<file path="config.mk">
export PLATFORM = sky130hd
export DESIGN_NAME = mkd_decode
export DESIGN_NICKNAME = d
export VERILOG_FILES = /design/src/sv/mkd_pkg.sv /design/src/sv/mkd_decode.sv
export SDC_FILE = /design/constraint.sdc
export NUM_CORES = 1
export LEC_CHECK = 0
export BUFFER_PORTS_ARGS = -buffer_cell sky130_fd_sc_hd__buf_4
export CORE_MARGIN = 2
export CORE_UTILIZATION = 46
export DETAILED_ROUTE_END_ITERATION = 10
export PLACE_DENSITY = 0.91
export SLEW_MARGIN = 20
export SYNTH_ARGS = -nofsm -noshare
export SYNTH_HDL_FRONTEND = slang
export SYNTH_SLANG_ARGS = --single-unit
</file>
<file path="constraint.sdc">
create_clock -name vclk -period 2.2
set_input_delay 0.11 -clock vclk [all_inputs]
set_output_delay 0.11 -clock vclk [all_outputs]
set_load 0.02 [all_outputs]
</file>
<file path="src/sv/mkd_pkg.sv">
// Shared types, constants and the key character table of the multi-tap keypad decoder.
`default_nettype none

package mkd_pkg;

  localparam int unsigned KeyW  = 4;
  localparam int unsigned CharW = 8;
  localparam int unsigned TapW  = 2;

  typedef enum logic {
    CMD_TICK  = 1'b0,
    CMD_PRESS = 1'b1
  } cmd_e;

  typedef enum logic {
    KIND_PREVIEW = 1'b0,
    KIND_COMMIT  = 1'b1
  } kind_e;

  typedef struct packed {
    logic             pending;
    logic [KeyW-1:0]  pending_key;
    logic [TapW-1:0]  tap_position;
    logic [CharW-1:0] held_char;
  } entry_t;

  typedef struct packed {
    logic             kind;
    logic [CharW-1:0] character;
    logic             last;
  } result_t;

  localparam logic [CharW-1:0] KEY_CHARS [16][4] = '{
    '{8'h64, 8'h64, 8'h64, 8'h64}, '{8'h30, 8'h51, 8'h5a, 8'h20},
    '{8'h65, 8'h65, 8'h65, 8'h65}, '{8'h66, 8'h66, 8'h66, 8'h66},
    '{8'h37, 8'h50, 8'h52, 8'h53}, '{8'h38, 8'h54, 8'h55, 8'h56},
    '{8'h39, 8'h57, 8'h58, 8'h59}, '{8'h63, 8'h63, 8'h63, 8'h63},
    '{8'h34, 8'h47, 8'h48, 8'h49}, '{8'h35, 8'h4a, 8'h4b, 8'h4c},
    '{8'h36, 8'h4d, 8'h4e, 8'h4f}, '{8'h62, 8'h62, 8'h62, 8'h62},
    '{8'h31, 8'h31, 8'h31, 8'h31}, '{8'h32, 8'h41, 8'h42, 8'h43},
    '{8'h33, 8'h44, 8'h45, 8'h46}, '{8'h61, 8'h61, 8'h61, 8'h61}
  };

  localparam logic [KeyW-1:0] KEY_SINGLE_A = 4'd0;
  localparam logic [KeyW-1:0] KEY_SINGLE_B = 4'd2;
  localparam logic [KeyW-1:0] KEY_SINGLE_C = 4'd12;

  function automatic logic single_char_key(input logic [KeyW-1:0] k);
    return (k == KEY_SINGLE_A) || (k == KEY_SINGLE_B) || (k == KEY_SINGLE_C) ||
           (k[1:0] == 2'b11);
  endfunction

endpackage

`default_nettype wire

</file>
<file path="src/sv/mkd_decode.sv">
// Single-pass decode of one request into the next entry state and up to two results.
`default_nettype none

module mkd_decode
  import mkd_pkg::*;
#(
  parameter int unsigned WINDOW_TICKS = 51,
  parameter int unsigned WinW = $clog2(WINDOW_TICKS + 1)
) (
  input  wire logic            alpha_i,
  input  wire logic            cmd_i,
  input  wire logic [KeyW-1:0] key_i,
  input  wire entry_t          entry_i,
  input  wire logic [WinW-1:0] window_i,
  output entry_t               entry_o,
  output logic     [WinW-1:0]  window_o,
  output logic     [1:0]       count_o,
  output result_t              res0_o,
  output result_t              res1_o
);

  result_t          res [2];
  logic    [1:0]    n;
  logic [TapW-1:0]  tap_next;

  always_comb begin
    entry_o  = entry_i;
    window_o = window_i;
    res[0]   = '0;
    res[1]   = '0;
    n        = 2'd0;
    tap_next = entry_i.tap_position + TapW'(1);
    if (cmd_e'(cmd_i) == CMD_TICK) begin
      if (entry_i.pending) begin
        if (window_i <= WinW'(1)) begin
          window_o        = '0;
          entry_o.pending = 1'b0;
          res[0]          = '{kind: KIND_COMMIT, character: entry_i.held_char, last: 1'b0};
          n               = 2'd1;
        end else begin
          window_o = window_i - WinW'(1);
        end
      end
    end else if (!alpha_i) begin
      if (entry_i.pending) begin
        entry_o.pending = 1'b0;
        window_o        = '0;
        res[0]          = '{kind: KIND_COMMIT, character: entry_i.held_char, last: 1'b0};
        n               = 2'd1;
      end
      res[n[0]] = '{kind: KIND_COMMIT, character: KEY_CHARS[key_i][0], last: 1'b0};
      n         = n + 2'd1;
    end else if (entry_i.pending && (key_i == entry_i.pending_key)) begin
      entry_o.tap_position = tap_next;
      entry_o.held_char    = KEY_CHARS[key_i][tap_next];
      res[0] = '{kind: KIND_PREVIEW, character: KEY_CHARS[key_i][tap_next], last: 1'b0};
      n      = 2'd1;
    end else begin
      if (entry_i.pending) begin
        entry_o.pending = 1'b0;
        window_o        = '0;
        res[0]          = '{kind: KIND_COMMIT, character: entry_i.held_char, last: 1'b0};
        n               = 2'd1;
      end
      if (single_char_key(key_i)) begin
        res[n[0]] = '{kind: KIND_COMMIT, character: KEY_CHARS[key_i][0], last: 1'b0};
      end else begin
        entry_o.pending      = 1'b1;
        entry_o.pending_key  = key_i;
        entry_o.tap_position = '0;
        entry_o.held_char    = KEY_CHARS[key_i][0];
        window_o             = WinW'(WINDOW_TICKS);
        res[n[0]] = '{kind: KIND_PREVIEW, character: KEY_CHARS[key_i][0], last: 1'b0};
      end
      n = n + 2'd1;
    end
    if (n == 2'd1) begin
      res[0].last = 1'b1;
    end else if (n == 2'd2) begin
      res[1].last = 1'b1;
    end
  end

  assign count_o = n;
  assign res0_o  = res[0];
  assign res1_o  = res[1];

endmodule

`default_nettype wire

</file>
==> impl_table.tex <==
\begin{tabular}{lr}
\hline
Metric & Value \\
\hline
\multicolumn{2}{l}{\textbf{Outcome}} \\
\quad Outcome & finished, final reports clean \\
\multicolumn{2}{l}{\textbf{Power and ir drop}} \\
\quad Total power per unit cell area & between 200 and 250 nW/µm² \\
\quad Internal Dissipation & 0.243 mW \\
\quad Clock network power share & 0\% \\
\quad Worst IR drop on VDD & between 0.1 and 0.15 mV \\
\quad Overall power & $\sim$0.56 mW \\
\quad Net switching power of the design & 0.318 mW \\
\quad Power share of the combinational group & 100.0\% \\
\quad Leak & roughly 1.1 nW \\
\quad Share of power burned in registers & 0\% \\
\quad Switching part of the total power & a little under three fifths \\
\multicolumn{2}{l}{\textbf{Setup path}} \\
\quad Critical path's slowest cell & sky130\_fd\_sc\_hd\_\_a2111oi\_4 \\
\quad Highest net fanout along the worst path & 6 \\
\quad Arrival time reported for the critical path endpoint & $\sim$2.0 ns \\
\quad Worst stage delay on the critical path & 0.39 ns \\
\quad Crit-path cells & buf\_4, inv\_2, ha\_1, or2\_4, a2111oi\_4, a2111oi\_4, or2\_1, a221o\_1, buf\_4 \\
\quad Required time at the worst-slack endpoint & 2.09 ns \\
\quad Critical path startpoint category & input port \\
\quad Critical Setup Path Class & in -> out \\
\quad Critical Path Sink Type & output port \\
\multicolumn{2}{l}{\textbf{Floorplanning}} \\
\quad Io pins & 70 \\
\quad Y dimension of the die & 64.2 µm \\
\quad Placeable core area & between 3000 and 4000 µm² \\
\quad Initial core utilization & between 40\% and 50\% \\
\quad Total Die Area & 4120 µm² \\
\quad Chip width & 64.2 µm \\
\quad Site row count & 21 \\
\multicolumn{2}{l}{\textbf{Timing}} \\
\quad Setup tns final & 0 ns \\
\quad Slew headroom & between 50 and 60\% \\
\quad Tcrit/Tclk final & between 90\% and 100\% \\
\quad Final critical delay including setup and external delays & 2.12 ns \\
\quad Final setup violating endpoints & 0 \\
\quad Count of final hold-check violations & 0 \\
\quad Final critical-path setup slack & between 0.08 and 0.09 ns \\
\quad Final Max Slew Viols & 0 \\
\quad Highest clock frequency the design can meet & roughly 470 MHz \\
\quad Slew @ Worst Pin & 0.632 ns \\
\multicolumn{2}{l}{\textbf{Final layout}} \\
\quad Commonest cells after routing, fill and taps aside & sky130\_fd\_sc\_hd\_\_buf\_4 (85), sky130\_fd\_sc\_hd\_\_nand2\_1 (21), sky130\_fd\_sc\_hd\_\_inv\_1 (14), sky130\_fd\_sc\_hd\_\_nor2\_1 (14), sky130\_fd\_sc\_hd\_\_a21oi\_1 (13) \\
\quad Area growth from synthesis to layout & 36.7\% \\
\quad Commonest non-fill, non-tap cell in the layout & sky130\_fd\_sc\_hd\_\_buf\_4 \\
\quad Count of clock-net buffers in the final layout & 0 \\
\quad Area of all placed cells without fillers & between 2000 and 2500 µm² \\
\quad Post-layout net count & approximately 350 \\
\quad Fraction of final layout cells with drive strength greater than 1 & roughly 34\% \\
\quad Sequential cell count & 0 \\
\quad Antenna Diode Count & 0 \\
\quad Post-Route Utilization & about 67\% \\
\quad Flip-flop and latch area & 0 µm² \\
\multicolumn{2}{l}{\textbf{Placed design}} \\
\quad Post-DP Area & about 2300 µm² \\
\quad Worst setup slack after placement & between 0.006 and 0.007 ns \\
\quad Global placement routability congestion & roughly 0.98 \\
\quad Buffers on Ports & 69 \\
\quad Sum of net half-perimeters after detailed placement & 4550 µm \\
\multicolumn{2}{l}{\textbf{Yosys}} \\
\quad Sequential element share of the synthesized area & 0\% \\
\quad Cell area after synthesis & around 1700 µm² \\
\quad Number of nets produced by synthesis & 279 \\
\quad Cell variety after synth & 66 \\
\quad Avg Cell Area, Syn & 6.85 µm² \\
\quad Count of mapped cells out of synthesis & 243 \\
\quad Number of warnings issued by yosys & 0 \\
\multicolumn{2}{l}{\textbf{Global route}} \\
\quad Number of global-route vias before repair & around 2100 \\
\quad Congestion Overflow GR & 0 \\
\quad Pin count of the biggest net entering global routing & 31 \\
\quad Overall global routing resource usage & 26.7\% \\
\quad First-pass GRT wire length & around 9300 µm \\
\quad Number of antenna violations at the first check in global routing & 0 \\
\multicolumn{2}{l}{\textbf{Detailed routing}} \\
\quad Detailed router's first-iteration violation count & 162 \\
\quad Post-DR vias/cell & a little over 6 \\
\quad Count of vias placed by the detailed router & between 2000 and 2500 \\
\quad Remaining antenna violation count after routing & 0 \\
\quad Final routed wirelength across all metal layers & 5690 µm \\
\quad Drc violations & 0 \\
\quad First-pass DRT Iterations & 4 \\
\quad Routed wire per std cell & 16.1 µm \\
\multicolumn{2}{l}{\textbf{Job}} \\
\quad Total of max-cap violations & 0 \\
\multicolumn{2}{l}{\textbf{CTS}} \\
\quad Count of hold buffers inserted by post-cts repair & 0 \\
\multicolumn{2}{l}{\textbf{Hold path}} \\
\quad Hold WC Path Type & in -> out \\
\hline
\end{tabular}
## path summary, 6_finish.rpt
kind                       start    endpoint  slack [ns]  cells after the start
worst min-delay path  entry_i[3]  entry_o[3]        0.53                      3
worst max-delay path    key_i[0]   res0_o[7]        0.08                      9
## stage by stage
step | hold WS, ns | instances
2_1_floorplan | 0.398 | 243
3_3_place_gp | 0.526 | 353
3_5_place_dp | 0.540 | 353
4_1_cts | 0.540 | 353
5_1_grt | 0.547 | 353
6_report | 0.535 | 353
## cell families (layout without fill, tap and decap cells)
group	Yosys count	after routing	share of synthesized area, %
AOI/OAI and AO/OA	85	85	40.1
buffers and inverters	37	101	9.84
adders and majority gates	9	9	6.76
and+or+nand+nor	92	92	30.1
muxes	13	13	9.84
xor gates and xnor gates	6	6	3.16
other	1	1	0.225
## timing repair
action                     4_1_cts  5_1_grt
setup buffers                    0        0
resized for setup                0        4
setup endpoints to repair        0        8
## Yosys cell counts, types with 2 or more instances
library cell | instances | area [µm²]
sky130_fd_sc_hd__nand2_1 | 21 | 78.8
sky130_fd_sc_hd__inv_1 | 14 | 52.6
sky130_fd_sc_hd__nor2_1 | 14 | 52.6
sky130_fd_sc_hd__a21oi_1 | 13 | 65.1
sky130_fd_sc_hd__o21ai_0 | 11 | 55.1
sky130_fd_sc_hd__clkbuf_1 | 9 | 33.8
sky130_fd_sc_hd__ha_1 | 9 | 113
sky130_fd_sc_hd__buf_2 | 8 | 40.0
sky130_fd_sc_hd__nand2b_1 | 8 | 50.1
sky130_fd_sc_hd__nor2b_1 | 8 | 50.1
sky130_fd_sc_hd__and3_1 | 7 | 43.8
sky130_fd_sc_hd__mux2i_1 | 7 | 70.1
sky130_fd_sc_hd__a211oi_1 | 6 | 45.0
sky130_fd_sc_hd__nor3_1 | 6 | 30.0
sky130_fd_sc_hd__o211ai_1 | 6 | 45.0
sky130_fd_sc_hd__o21ai_1 | 6 | 30.0
sky130_fd_sc_hd__xnor2_1 | 5 | 43.8
sky130_fd_sc_hd__a21o_1 | 4 | 30.0
sky130_fd_sc_hd__a221o_1 | 4 | 40.0
sky130_fd_sc_hd__buf_4 | 4 | 30.0
sky130_fd_sc_hd__mux2_2 | 4 | 45.0
sky130_fd_sc_hd__nand3_1 | 4 | 20.0
sky130_fd_sc_hd__o221ai_1 | 4 | 35.0
sky130_fd_sc_hd__o31ai_1 | 4 | 30.0
sky130_fd_sc_hd__a2111oi_4 | 3 | 82.6
sky130_fd_sc_hd__a31oi_1 | 3 | 18.8
sky130_fd_sc_hd__nand4_1 | 3 | 18.8
sky130_fd_sc_hd__a2111o_1 | 2 | 22.5
sky130_fd_sc_hd__a21boi_1 | 2 | 15.0
sky130_fd_sc_hd__and2_0 | 2 | 12.5
sky130_fd_sc_hd__and2_1 | 2 | 12.5
sky130_fd_sc_hd__and4_1 | 2 | 17.5
sky130_fd_sc_hd__inv_2 | 2 | 7.51
sky130_fd_sc_hd__nor4bb_1 | 2 | 20.0
sky130_fd_sc_hd__or2_1 | 2 | 12.5
sky130_fd_sc_hd__or3_1 | 2 | 12.5
## power by group through the flow
stage	clock network (mW)	logic, mW	registers, mW
floorplan	0	0.337	0
global placement	0	0.540	0
detailed placement	0	0.548	0
CTS	0	0.550	0
global route	0	0.599	0
finish	0	0.561	0
## critical path: cells and delay by family
kind            cells  cell delay, ns
compound gates      3            0.81
simple gates        2            0.57
fa+ha+maj           1            0.22
buf+inv             3            0.31
## layout make-up
class | count | area [µm²]
multi-input cells | 206 | 1520
fillers | 319 | 1140
repair buffers | 85 | 638
inverters | 16 | 60.1
well taps | 46 | 57.6
## metal layers
layer	routed length (µm)	global-route usage [%]	vias to the layer above
met1	2340	36.1	1020
met3	488	1.76	17
met2	2730	45.3	124
li1	-	-	1041
met5	0	0	-
met4	123	7.71	0
(Power assumes the default switching activity.)
